[config.mk]
export PLATFORM = sky130hd
export DESIGN_NAME = serial_loaded_bank_mapper
export DESIGN_NICKNAME = d
export VERILOG_FILES = /design/src/design/slbm_pkg.sv /design/src/design/serial_loaded_bank_mapper.sv
export SDC_FILE = /design/constraint.sdc
export NUM_CORES = 1
export LEC_CHECK = 0
export ABC_AREA = 0
export CAP_MARGIN = 20
export CORE_MARGIN = 2
export CORE_UTILIZATION = 46
export DETAILED_ROUTE_END_ITERATION = 8
export DONT_BUFFER_PORTS = 1
export HOLD_SLACK_MARGIN = 0.02
export PLACE_DENSITY = 0.65
export SYNTH_ARGS = -nofsm -noshare
export SYNTH_HDL_FRONTEND = slang
export SYNTH_SLANG_ARGS = --single-unit
[constraint.sdc]
create_clock -name clk -period 4.1 [get_ports clk]
set_input_delay 0 -clock clk [delete_from_list [all_inputs] [get_ports clk]]
set_output_delay 0 -clock clk [all_outputs]
set_load 0.005 [all_outputs]
[src/design/slbm_pkg.sv]
package slbm_pkg;

	// Fixed field widths
	localparam int OP_W    = 2;
	localparam int ADDR_W  = 16;
	localparam int DATA_W  = 8;
	localparam int MADDR_W = 19;
	localparam int TGT_W   = 2;
	localparam int MIR_W   = 2;
	localparam int BANK_W  = 5;

	// Configuration port
	localparam int CFG_IDX_W  = 2;
	localparam int CFG_DATA_W = 5;

	// Stream packing
	localparam int S_TDATA_W = 24;
	localparam int S_TUSER_W = OP_W;
	localparam int M_TDATA_W = 32;
	localparam int M_TUSER_W = TGT_W + 1;

	// Default address widths of the target memories
	localparam int PRG_ADDR_BITS_DEF = 19;
	localparam int CHR_ADDR_BITS_DEF = 17;

	// Bank window offsets
	localparam int PRG_OFS_W = 14;
	localparam int CHR_OFS_W = 12;

	typedef enum logic [OP_W-1:0] {
		OP_PRG_READ  = 2'd0,
		OP_PRG_WRITE = 2'd1,
		OP_CHR_READ  = 2'd2,
		OP_CHR_WRITE = 2'd3
	} op_t;

	typedef enum logic [TGT_W-1:0] {
		TGT_NONE    = 2'd0,
		TGT_PRG_ROM = 2'd1,
		TGT_CHR_ROM = 2'd2,
		TGT_CHR_RAM = 2'd3
	} target_t;

	typedef enum logic [CFG_IDX_W-1:0] {
		CFG_PRG_BANK_MASK = 2'd0,
		CFG_CHR_BANK_MASK = 2'd1,
		CFG_CHR_IS_RAM    = 2'd2,
		CFG_UNUSED        = 2'd3
	} cfg_idx_t;

	// Serial register destination, from CPU address bits 14:13
	typedef enum logic [1:0] {
		DST_CONTROL = 2'd0,
		DST_CHR0    = 2'd1,
		DST_CHR1    = 2'd2,
		DST_PRG     = 2'd3
	} dest_t;

	localparam logic [MIR_W-1:0]  MIRROR_RESET   = 2'd3;
	localparam logic [1:0]        PRG_MODE_RESET = 2'd3;
	localparam logic [BANK_W-1:0] CHR_HIGH_RESET = 5'd1;
	localparam logic [2:0]        SHIFT_LAST     = 3'd4;

endpackage

[src/design/serial_loaded_bank_mapper.sv]
// Channel   Direction  Handshake              Payload
// s_*       in         s_tvalid / s_tready    tuser: op; tdata: addr, data
// m_*       out        m_tvalid / m_tready    tuser: mem_target, write_enable;
//                                             tdata: mem_addr, write_data, mirroring
// cfg_*     in         cfg_valid / cfg_ready  cfg_index, cfg_data
//
// One request per cycle while results are taken; each result appears in the cycle after its request is taken.
// Translation and the serial register update are done in the accept cycle, so
// the next request sees the updated mapper state with no bubble.
// The output register doubles as the skid stage: a new request is taken when no result
// is held or the held result is consumed in the same cycle; otherwise s_tready drops.
// arst_n clears the mapper state to its power-on values and empties the output.
module serial_loaded_bank_mapper #(
	parameter int PRG_ADDR_BITS = slbm_pkg::PRG_ADDR_BITS_DEF,
	parameter int CHR_ADDR_BITS = slbm_pkg::CHR_ADDR_BITS_DEF
) (
	input  logic                             clk,
	input  logic                             arst_n,
	// request stream
	input  logic                             s_tvalid,
	output logic                             s_tready,
	input  logic [slbm_pkg::S_TDATA_W-1:0]   s_tdata,  // [15:0] addr, [23:16] data
	input  logic [slbm_pkg::S_TUSER_W-1:0]   s_tuser,  // [1:0] op
	// result stream
	output logic                             m_tvalid,
	input  logic                             m_tready,
	output logic [slbm_pkg::M_TDATA_W-1:0]   m_tdata,  // [18:0] mem_addr, [26:19] write_data,
	                                                   // [28:27] mirroring, [31:29] zero
	output logic [slbm_pkg::M_TUSER_W-1:0]   m_tuser,  // [1:0] mem_target, [2] write_enable
	// configuration writes
	input  logic                             cfg_valid,
	output logic                             cfg_ready,
	input  logic [slbm_pkg::CFG_IDX_W-1:0]   cfg_index,
	input  logic [slbm_pkg::CFG_DATA_W-1:0]  cfg_data
);

	import slbm_pkg::*;

	// Address masks for the two target memories
	localparam logic [MADDR_W-1:0] PRG_MASK = MADDR_W'((64'd1 << PRG_ADDR_BITS) - 64'd1);
	localparam logic [MADDR_W-1:0] CHR_MASK = MADDR_W'((64'd1 << CHR_ADDR_BITS) - 64'd1);

	// Configuration registers
	logic [BANK_W-1:0] prg_bank_mask_q;
	logic [BANK_W-1:0] chr_bank_mask_q;
	logic              chr_is_ram_q;

	// Mapper state
	logic [BANK_W-1:0] shift_value_q;
	logic [2:0]        shift_count_q;
	logic [MIR_W-1:0]  mirror_mode_q;
	logic              chr_mode_q;
	logic [1:0]        prg_mode_q;
	logic [3:0]        prg_bank_q;
	logic [BANK_W-1:0] chr_bank_low_q;
	logic [BANK_W-1:0] chr_bank_high_q;

	// Result register
	logic               out_valid_q;
	logic [MADDR_W-1:0] mem_addr_q;
	target_t            mem_target_q;
	logic               write_enable_q;
	logic [DATA_W-1:0]  write_data_q;
	logic [MIR_W-1:0]   mirroring_q;

	// Request fields
	op_t               op;
	logic [ADDR_W-1:0] addr;
	logic [DATA_W-1:0] data;
	logic              accept;

	assign op   = op_t'(s_tuser);
	assign addr = s_tdata[ADDR_W-1:0];
	assign data = s_tdata[ADDR_W +: DATA_W];

	// Take a request whenever the held result leaves this cycle or none is held
	assign s_tready  = !out_valid_q || m_tready;
	assign accept    = s_tvalid && s_tready;
	assign cfg_ready = 1'b1;

	// PRG bank selection
	logic              prg_upper;
	logic [BANK_W-1:0] prg_bank_ext;
	logic [BANK_W-1:0] prg_bank_sel;
	logic [MADDR_W-1:0] prg_addr;

	assign prg_upper    = addr[PRG_OFS_W];
	assign prg_bank_ext = {1'b0, prg_bank_q};

	always_comb begin
		case (prg_mode_q)
			2'd0, 2'd1: prg_bank_sel = prg_upper ? (prg_bank_ext | 5'd1) : (prg_bank_ext & 5'h0E);
			2'd2:       prg_bank_sel = prg_upper ? prg_bank_ext : '0;
			default:    prg_bank_sel = prg_upper ? prg_bank_mask_q : prg_bank_ext;
		endcase
	end

	assign prg_addr = {prg_bank_sel & prg_bank_mask_q, addr[PRG_OFS_W-1:0]} & PRG_MASK;

	// CHR bank selection
	logic              chr_upper;
	logic [BANK_W-1:0] chr_bank_sel;
	logic [MADDR_W-1:0] chr_addr;

	assign chr_upper = addr[CHR_OFS_W];

	always_comb begin
		if (!chr_mode_q) begin
			// 8K mode: even/odd pair around chr_bank_low
			chr_bank_sel = chr_upper ? (chr_bank_low_q | 5'd1) : (chr_bank_low_q & 5'h1E);
		end else begin
			chr_bank_sel = chr_upper ? chr_bank_high_q : chr_bank_low_q;
		end
	end

	assign chr_addr = MADDR_W'({chr_bank_sel & chr_bank_mask_q, addr[CHR_OFS_W-1:0]}) & CHR_MASK;

	// Window checks
	logic cpu_window;
	logic ppu_window;

	assign cpu_window = addr[ADDR_W-1];
	assign ppu_window = (addr[ADDR_W-1:13] == 3'd0);

	// Result for this request
	logic [MADDR_W-1:0] res_addr;
	target_t            res_target;
	logic               res_we;
	logic [DATA_W-1:0]  res_wd;

	always_comb begin
		res_addr   = '0;
		res_target = TGT_NONE;
		res_we     = 1'b0;
		res_wd     = '0;
		case (op)
			OP_PRG_READ: begin
				if (cpu_window) begin
					res_addr   = prg_addr;
					res_target = TGT_PRG_ROM;
				end
			end
			OP_PRG_WRITE: begin
				// register load, no memory access
			end
			default: begin
				if (ppu_window) begin
					if (chr_is_ram_q) begin
						res_addr   = MADDR_W'(addr[12:0]);
						res_target = TGT_CHR_RAM;
						if (op == OP_CHR_WRITE) begin
							res_we = 1'b1;
							res_wd = data;
						end
					end else if (op == OP_CHR_READ) begin
						res_addr   = chr_addr;
						res_target = TGT_CHR_ROM;
					end
				end
			end
		endcase
	end

	// Serial register load
	logic              reg_write;
	logic              load_reset;
	logic              commit;
	logic [BANK_W-1:0] shift_next;
	dest_t             dest;

	assign reg_write  = accept && (op == OP_PRG_WRITE) && cpu_window;
	assign load_reset = data[7];
	assign commit     = !load_reset && (shift_count_q == SHIFT_LAST);
	assign shift_next = {data[0], shift_value_q[BANK_W-1:1]};
	assign dest       = dest_t'(addr[14:13]);

	// Mirroring reported with the result is the value after this request's update
	logic [MIR_W-1:0] mirror_next;

	assign mirror_next = (reg_write && commit && dest == DST_CONTROL) ?
	                     shift_next[1:0] : mirror_mode_q;

	always_ff @(posedge clk or negedge arst_n) begin
		if (!arst_n) begin
			prg_bank_mask_q <= '1;
			chr_bank_mask_q <= '1;
			chr_is_ram_q    <= 1'b0;
		end else if (cfg_valid && cfg_ready) begin
			case (cfg_idx_t'(cfg_index))
				CFG_PRG_BANK_MASK: prg_bank_mask_q <= cfg_data;
				CFG_CHR_BANK_MASK: chr_bank_mask_q <= cfg_data;
				CFG_CHR_IS_RAM:    chr_is_ram_q    <= cfg_data[0];
				default: begin
					// no register there, drop the write
				end
			endcase
		end
	end

	always_ff @(posedge clk or negedge arst_n) begin
		if (!arst_n) begin
			shift_value_q   <= '0;
			shift_count_q   <= '0;
			mirror_mode_q   <= MIRROR_RESET;
			chr_mode_q      <= 1'b0;
			prg_mode_q      <= PRG_MODE_RESET;
			prg_bank_q      <= '0;
			chr_bank_low_q  <= '0;
			chr_bank_high_q <= CHR_HIGH_RESET;
		end else if (reg_write) begin
			if (load_reset) begin
				// clear the shift register and lock the last bank at 0xC000
				shift_value_q <= '0;
				shift_count_q <= '0;
				prg_mode_q    <= PRG_MODE_RESET;
			end else if (commit) begin
				shift_value_q <= '0;
				shift_count_q <= '0;
				case (dest)
					DST_CONTROL: begin
						mirror_mode_q <= shift_next[1:0];
						prg_mode_q    <= shift_next[3:2];
						chr_mode_q    <= shift_next[4];
					end
					DST_CHR0: chr_bank_low_q  <= shift_next;
					DST_CHR1: chr_bank_high_q <= shift_next;
					default:  prg_bank_q      <= shift_next[3:0];
				endcase
			end else begin
				shift_value_q <= shift_next;
				shift_count_q <= shift_count_q + 3'd1;
			end
		end
	end

	// Result register: load on accept, drop when taken
	always_ff @(posedge clk or negedge arst_n) begin
		if (!arst_n) begin
			out_valid_q <= 1'b0;
		end else if (accept) begin
			out_valid_q <= 1'b1;
		end else if (m_tready) begin
			out_valid_q <= 1'b0;
		end
	end

	always_ff @(posedge clk) begin
		if (accept) begin
			mem_addr_q     <= res_addr;
			mem_target_q   <= res_target;
			write_enable_q <= res_we;
			write_data_q   <= res_wd;
			mirroring_q    <= mirror_next;
		end
	end

	assign m_tvalid = out_valid_q;
	assign m_tdata  = {3'b000, mirroring_q, write_data_q, mem_addr_q};
	assign m_tuser  = {write_enable_q, mem_target_q};

endmodule
==> metrics.md, run 1 <==
| Metric | Value |
|---|---|
| Die Y-Extent | `~86 um` |
| Aggregate negative setup slack | `0 ns` |
| Antenna violations before repair | `0` |
| Number of instances in the placed design | `294` |
| Clock tree from TritonCTS | `yes` |
| Routability congestion estimate from global placement | `between 0.7 and 0.8` |
| Count of yosys warnings during synthesis | `0` |
| Clk pwr share | `a little under two fifths` |
| Most frequent cells in the layout | `39 x sky130_fd_sc_hd__dlygate4sd3_1, 32 x sky130_fd_sc_hd__edfxtp_1, 27 x sky130_fd_sc_hd__mux2_2` |
| Most common flop cell mapped by yosys | `sky130_fd_sc_hd__edfxtp_1` |
| Asr flop ratio synth | `54.3%` |
| Vias per cell | `about 5.5` |
| Final hold violation count | `0` |
| Most common cell after layout, fill and taps aside | `sky130_fd_sc_hd__dlygate4sd3_1` |
| Number of enable-type register cells in the synthesized netlist | `32` |
| ANT nets after route | `0` |
| Power spent charging and discharging nets | `roughly 350 uW` |
| Clock slew at the register clock pins of the worst setup and hold paths | `roughly 0.070 ns` |
| Average size of a mapped cell | `roughly 13 um2` |
| Number of different library cells in the post-synthesis netlist | `43` |
| Proportion of synthesized chip area in sequential cells | `between 60% and 70%` |
| Die outline width | `85.5 um` |
| Synthesized cell area | `approximately 3100 um2` |
| Starting density of the core | `between 40% and 50%` |
| Synthesis-to-finish area growth | `21.4%` |
| Overall die area | `7320 um2` |
| Number of endpoints failing setup at the final stage | `0` |
| Outcome | `complete, no violations` |
| Area occupied by multi-input gates | `approximately 1000 um2` |
| Post-route clock period utilization | `between 50% and 60%` |
| # hold bufs at CTS | `40` |
| Core Area | `between 6000 and 7000 um2` |
| Count of TritonRoute iterations in the first routing pass | `4` |
| Unrepaired setup endpoints after global routing | `false` |
| Number of buffers on the longest clock path | `2` |
| Via count of the first global-routing pass | `1982` |
| Worst r2r path cells | `4` |
| DR WL/cell | `about 17 um` |
| Via Count | `~1900` |
| Number of inserted diodes | `0` |
| Maximum number of pins on one net before global-route repair | `39` |
| Kind of launch point of the worst setup path | `flip-flop` |
| Register area | `1930 um2` |
| Cell Pwr Density | `422 nW/um2` |
| Transition at the pin with the smallest max-transition slack | `approximately 0.87 ns` |
| Portion of total power attributed to combinational logic | `between 8 and 9%` |
| Largest voltage drop on the vdd net | `0.000282 V` |
| RR Startpoint | `m_tvalid` |
| I/O pin count | `between 70 and 80` |
| Worst Hold Path Cells | `2` |
| Global-route wire length before repair | `~10000 um` |
| Required time of the worst setup path | `~4.2 ns` |
| Worst-case register-to-register setup slack | `between 2 and 2.5 ns` |
| Highest clock rate | `around 480 MHz` |
| # nets final | `308` |
| CTS-repair resized insts | `0` |
| Remaining global-route overflow | `0` |
| Time the final worst path needs with I/O delays and setup | `2.09 ns` |
| Critical path data arrival time | `2.19 ns` |
| Capture instance of the worst register-to-register path | `mirroring_q[1]` |
| Post-Layout Cell Count | `350` |
| Leak | `around 0.0015 uW` |
| Remaining DRCs | `0` |
| Final Skew | `0.0106 ns` |
| Leading post-synthesis cells by cell area | `sky130_fd_sc_hd__edfxtp_1 31%, sky130_fd_sc_hd__dfrtp_1 19%, sky130_fd_sc_hd__dfstp_2 13%` |
| Hold path start | `s_tuser[1]` |
| Drt total wl | `slightly above 6000 um` |
| Clock root buffer | `sky130_fd_sc_hd__clkbuf_8` |
| Cell Int Power | `between 1000 and 1500 uW` |
| Seq cells post-synth | `70` |
| Placement row count | `29` |
| Clock latency at the later pin of the worst-skew pair | `between 0.3 and 0.4 ns` |
| Total GRT Usage | `between 10% and 20%` |
| Register share of total power | `roughly 53%` |
| Type of the most critical hold path | `in2reg` |
| Cell type with the largest total area after synthesis | `sky130_fd_sc_hd__edfxtp_1` |
| Max transition margin | `a little over two fifths` |
| Capture endpoint of the worst hold path | `mem_target_q[0]` |
| Final slew viol count | `0` |
| Clk sink count | `70` |
| Kind of end point of the critical path | `flip-flop` |
| CP Max Fanout | `11` |
| Power Total | `1560 uW` |
| Fill cells | `roughly 520` |
| Number of clock buffers inserted by TritonCTS | `9` |
| Max-cap violation count | `0` |
| HPWL after DPL | `3870 um` |
| Share of post-route cells with drive strength above 1 | `22.7%` |
| Post-Synthesis Cells | `between 200 and 250` |
| Depth of the CTS H-tree | `3` |
| First-iteration detailed-routing DRC count | `103` |
| Number of buffers inserted by post-CTS setup repair | `0` |
| Port bufs | `0` |
| Switching power share of the total | `between 20% and 30%` |
| Fraction of synthesized cell area taken by the top area cell type | `about a third` |
| Category of the most critical setup path | `reg2reg` |
[state kept, by name (all words and copies together) (netlist names)]
signal           count
chr_is_ram_q         1
mirror_mode_q        2
m_tvalid             1
shift_count_q        3
chr_bank_high_q      5
prg_mode_q           2
mem_addr_q          19
prg_bank_q           4
chr_mode_q           1
chr_bank_low_q       5
write_enable_q       1
mirroring_q          2
mem_target_q         2
shift_value_q        4
prg_bank_mask_q      5
chr_bank_mask_q      5
write_data_q         8
[layout make-up]
cell class / count / area share, %
Clock buffer: 10 / 3.44
Clock inverter: 6 / 2.29
Inverter: 6 / 0.607
Multi-Input combinational cell: 140 / 27.8
Sequential cell: 70 / 52.0
Tap cell: 77 / 2.60
Timing Repair Buffer: 41 / 11.3
[through the flow]
stage / setup slack, ns / hold slack, ns / area (um2) / utilization, %
6_report: 2.01 / 0.0481 / 3710 / 58.1
3_5_place_dp: 2.02 / -0.293 / 3090 / 48.4
3_3_place_gp: 2.07 / -0.293 / 3090 / 48.4
2_1_floorplan: 2.19 / -0.296 / 3070 / -
5_1_grt: 1.81 / 0.0603 / 3710 / 58.1
4_1_cts: 2.00 / 0.0376 / 3710 / 58.1
[kinds of logic after synthesis]
| family | synth area share [%] |
|---|---|
| buffers and inverters | 3.40 |
| and+or+nand+nor | 14.8 |
| muxes | 11.8 |
| DFF | 63.1 |
| adders and majority gates | 0.818 |
| AOI/OAI and AO/OA | 5.85 |
| other | 0.246 |
[worst max path at each step]
stage / startpoint / end / slack, ns / cells past startpoint
floorplan: shift_count_q[0] / mirroring_q[0] / 2.19 / 6
global placement: m_tvalid / mirroring_q[0] / 2.07 / 4
detailed placement: m_tvalid / mirroring_q[0] / 2.02 / 4
CTS: m_tvalid / mirroring_q[0] / 2.00 / 4
global route: m_tvalid / mirroring_q[0] / 1.81 / 4
finish: m_tvalid / mirroring_q[1] / 2.01 / 4
[synthesized netlist by cell type, drive strengths merged (6+ instances only)]
cell,count
edfxtp,32
mux2,32
dfrtp,23
dfstp,15
nand2,15
nor2b,15
and2,10
buf,8
nand3,8
a21oi,7
o21ai,7
clkbuf,6
inv,6
[critical path, stage by stage (launching register included)]
cell and delay (ns):
sky130_fd_sc_hd__dfrtp_1 0.40, sky130_fd_sc_hd__nand2b_1 0.17, sky130_fd_sc_hd__nand4_1 0.41, sky130_fd_sc_hd__nor3_2 0.48
sky130_fd_sc_hd__mux2_2 0.38
[power groups by stage]
| stage | Combinational [uW] | Sequential (uW) | Clock, uW |
|---|---|---|---|
| after floorplan | 79.6 | 837 | 0 |
| after global placement | 83.1 | 848 | 0 |
| after detailed placement | 85.3 | 851 | 0 |
| after CTS | 134 | 836 | 612 |
| after global routing | 152 | 844 | 636 |
| final | 133 | 835 | 597 |
[metal layers]
layer	global-route usage, %	wire length [um]	share of wire [%]	up-vias
met5	0	0	0	-
met4	9.52	129	2.1	0
met3	5.49	464	7.6	13
met2	28.1	2820	46	80
met1	23.9	2690	44	929
li1	-	-	-	896
(Power assumes the default switching activity.)
==> inputs of run 2 (changes only) <==
--- a/config.mk
+++ b/config.mk
@@ -12,7 +12,7 @@
 export DETAILED_ROUTE_END_ITERATION = 8
 export DONT_BUFFER_PORTS = 1
 export HOLD_SLACK_MARGIN = 0.02
-export PLACE_DENSITY = 0.65
+export PLACE_DENSITY = 0.67
 export SYNTH_ARGS = -nofsm -noshare
 export SYNTH_HDL_FRONTEND = slang
 export SYNTH_SLANG_ARGS = --single-unit
==> constraint.sdc (replaced) <==
create_clock -name clk -period 1.8 [get_ports clk]
set_input_delay 0 -clock clk [delete_from_list [all_inputs] [get_ports clk]]
set_output_delay 0 -clock clk [all_outputs]
set_load 0.005 [all_outputs]
==> run 2 against run 1 <==
The flow now finishes with violations (hold timing); clock skew fell by 0.0025 ns; clock power rose by 84%; flip-flop and latch count did not move; fmax rose by 17%.
==> metrics.md, run 2 (same netlist as run 1, synthesis figures left out) <==
| Metric | Value |
|---|---|
| Type of the most critical hold path | `in2reg` |
| Share of post-route cells with drive strength above 1 | `between 20% and 30%` |
| Drt total wl | `5970 um` |
| Final standard cell area without fillers | `about 3800 um2` |
| Final Skew | `roughly 0.0081 ns` |
| Vias per cell | `5.31` |
| # nets final | `319` |
| Outcome | `finished, violations left` |
| Leak | `about 0.0015 uW` |
| Number of instances in the placed design | `approximately 300` |
| Starting density of the core | `roughly 48%` |
| First-iteration detailed-routing DRC count | `between 60 and 70` |
| Max-cap violation count | `0` |
| Post-route clock period utilization | `around 100%` |
| Clk sink count | `70` |
| Failing checks | `hold timing` |
| Port bufs | `0` |
| Placement row count | `29` |
| Count of TritonRoute iterations in the first routing pass | `4` |
| Overall die area | `around 7300 um2` |
| Via count of the first global-routing pass | `slightly below 2000` |
| Number of clock buffers inserted by TritonCTS | `9` |
| Maximum number of pins on one net before global-route repair | `39` |
| Cell Pwr Density | `~900 nW/um2` |
| Die outline width | `~86 um` |
| Area after detailed placement | `3220 um2` |
| Final hold violation count | `3` |
| Most common cell after layout, fill and taps aside | `sky130_fd_sc_hd__dlygate4sd3_1` |
| Die Y-Extent | `85.5 um` |
| Global-route wire length before repair | `9720 um` |
| Highest clock rate | `roughly 560 MHz` |
| I/O pin count | `76` |
| Depth of the CTS H-tree | `3` |
| # hold bufs at CTS | `35` |
| Number of endpoints failing setup at the final stage | `0` |
| Register with the most flip-flops | `mem_addr_q` |
| ANT nets after route | `0` |
| Clock slew at the register clock pins of the worst setup and hold paths | `about 0.07 ns` |
| Kind of launch point of the worst setup path | `flip-flop` |
| CP Max Fanout | `4` |
| Post-Layout Cell Count | `~360` |
| Critical path data arrival time | `roughly 1.9 ns` |
| Remaining DRCs | `0` |
| Largest voltage drop on the vdd net | `approximately 0.0006 V` |
| Total GRT Usage | `17.4%` |
| DR WL/cell | `16.5 um` |
| Via Count | `1918` |
| Clock tree from TritonCTS | `yes` |
| Core Area | `roughly 6400 um2` |
| Remaining global-route overflow | `0` |
| Clock root buffer | `sky130_fd_sc_hd__clkbuf_8` |
| Most frequent cells in the layout | `34 x sky130_fd_sc_hd__dlygate4sd3_1, 32 x sky130_fd_sc_hd__edfxtp_1, 24 x sky130_fd_sc_hd__mux2_2` |
| Number of flip-flops under the largest register name | `19` |
| Required time of the worst setup path | `between 1.5 and 2 ns` |
| Number of inserted diodes | `0` |
| Max transition margin | `42.4%` |
| Antenna violations before repair | `0` |
| Kind of end point of the critical path | `flip-flop` |
| Worst hold slack | `-0.130 ns` |
| Number of buffers on the longest clock path | `2` |
| Time the final worst path needs with I/O delays and setup | `~1.8 ns` |
| HPWL after DPL | `3990 um` |
| Leading registers by flop count | `mem_addr_q: 19 flops, write_data_q: 8 flops` |
| Aggregate negative setup slack | `0 ns` |
| Transition at the pin with the smallest max-transition slack | `around 0.86 ns` |
| Category of the most critical setup path | `reg2reg` |
| Unrepaired setup endpoints after global routing | `true` |
| Final slew viol count | `0` |
| Routability congestion estimate from global placement | `between 0.7 and 0.8` |
| Clock latency at the later pin of the worst-skew pair | `between 0.3 and 0.4 ns` |
| Synthesis-to-finish area growth | `24.0%` |
-- run 2: path summary, 6_finish.rpt --
kind	start	end	slack, ns	cells after the start
max in group asynchronous	arst_n	prg_mode_q[0]	1.43	2
min	s_tdata[13]	mem_addr_q[13]	-0.13	1
max reg2reg	shift_count_q[0]	mirroring_q[0]	0.008	6
min in group asynchronous	arst_n	chr_bank_high_q[3]	0.12	2
min reg2reg	chr_bank_high_q[4]	chr_bank_high_q[4]	0.49	1
max	shift_count_q[0]	mirroring_q[0]	0.008	6
-- run 2: stage by stage --
| stage | power [uW] | setup slack, ns | util (%) | hold WS [ns] |
|---|---|---|---|---|
| final | 3400 | 0.00820 | 59.4 | -0.130 |
| after global routing | 3550 | -0.0611 | 59.4 | -0.143 |
| after CTS | 3400 | -0.0567 | 59.1 | -0.136 |
| after detailed placement | 2180 | -0.0690 | 50.4 | -0.294 |
| after global placement | 2170 | -0.0455 | 50.4 | -0.294 |
| after floorplan | 2110 | -0.0603 | - | -0.296 |
-- run 2: power breakdown --
| part | switching (uW) | internal [uW] |
|---|---|---|
| registers | 80.2 | 1820 |
| clock network | 600 | 503 |
| logic | 164 | 224 |
| total | 845 | 2550 |
-- run 2: repair_timing --
action                     in CTS  in global routing
pin swaps                       3                  1
setup endpoints to repair       4                  5
buffers inserted                3                  2
hold endpoints to repair       90                  3
resized for setup               1                  0
-- run 2: final cells by class --
class                      instances  area, um2
fill                             517       2590
sequential                        70       1930
multi-input combinational        140       1070
timing repair buffer              52        500
clock buffer                       9        124
tap                               77       96.3
clock inverter                     7       48.8
inverter                           6       22.5
-- run 2: worst max-delay path, stage by stage, from the launching register on --
cell	delay (ns)
sky130_fd_sc_hd__dfrtp_1	0.39
sky130_fd_sc_hd__inv_2	0.08
sky130_fd_sc_hd__ha_4	0.13
sky130_fd_sc_hd__nand2_2	0.04
sky130_fd_sc_hd__or3_4	0.34
sky130_fd_sc_hd__nor3_4	0.23
sky130_fd_sc_hd__mux2_4	0.33
-- run 2: layer usage --
layer / GRT usage, % / share of wire (%) / vias to the layer above
met5: 0 / 0 / -
met1: 22.1 / 44 / 928
li1: - / - / 923
met3: 5.00 / 6.1 / 8
met4: 8.23 / 1.6 / 0
met2: 27.5 / 48 / 59
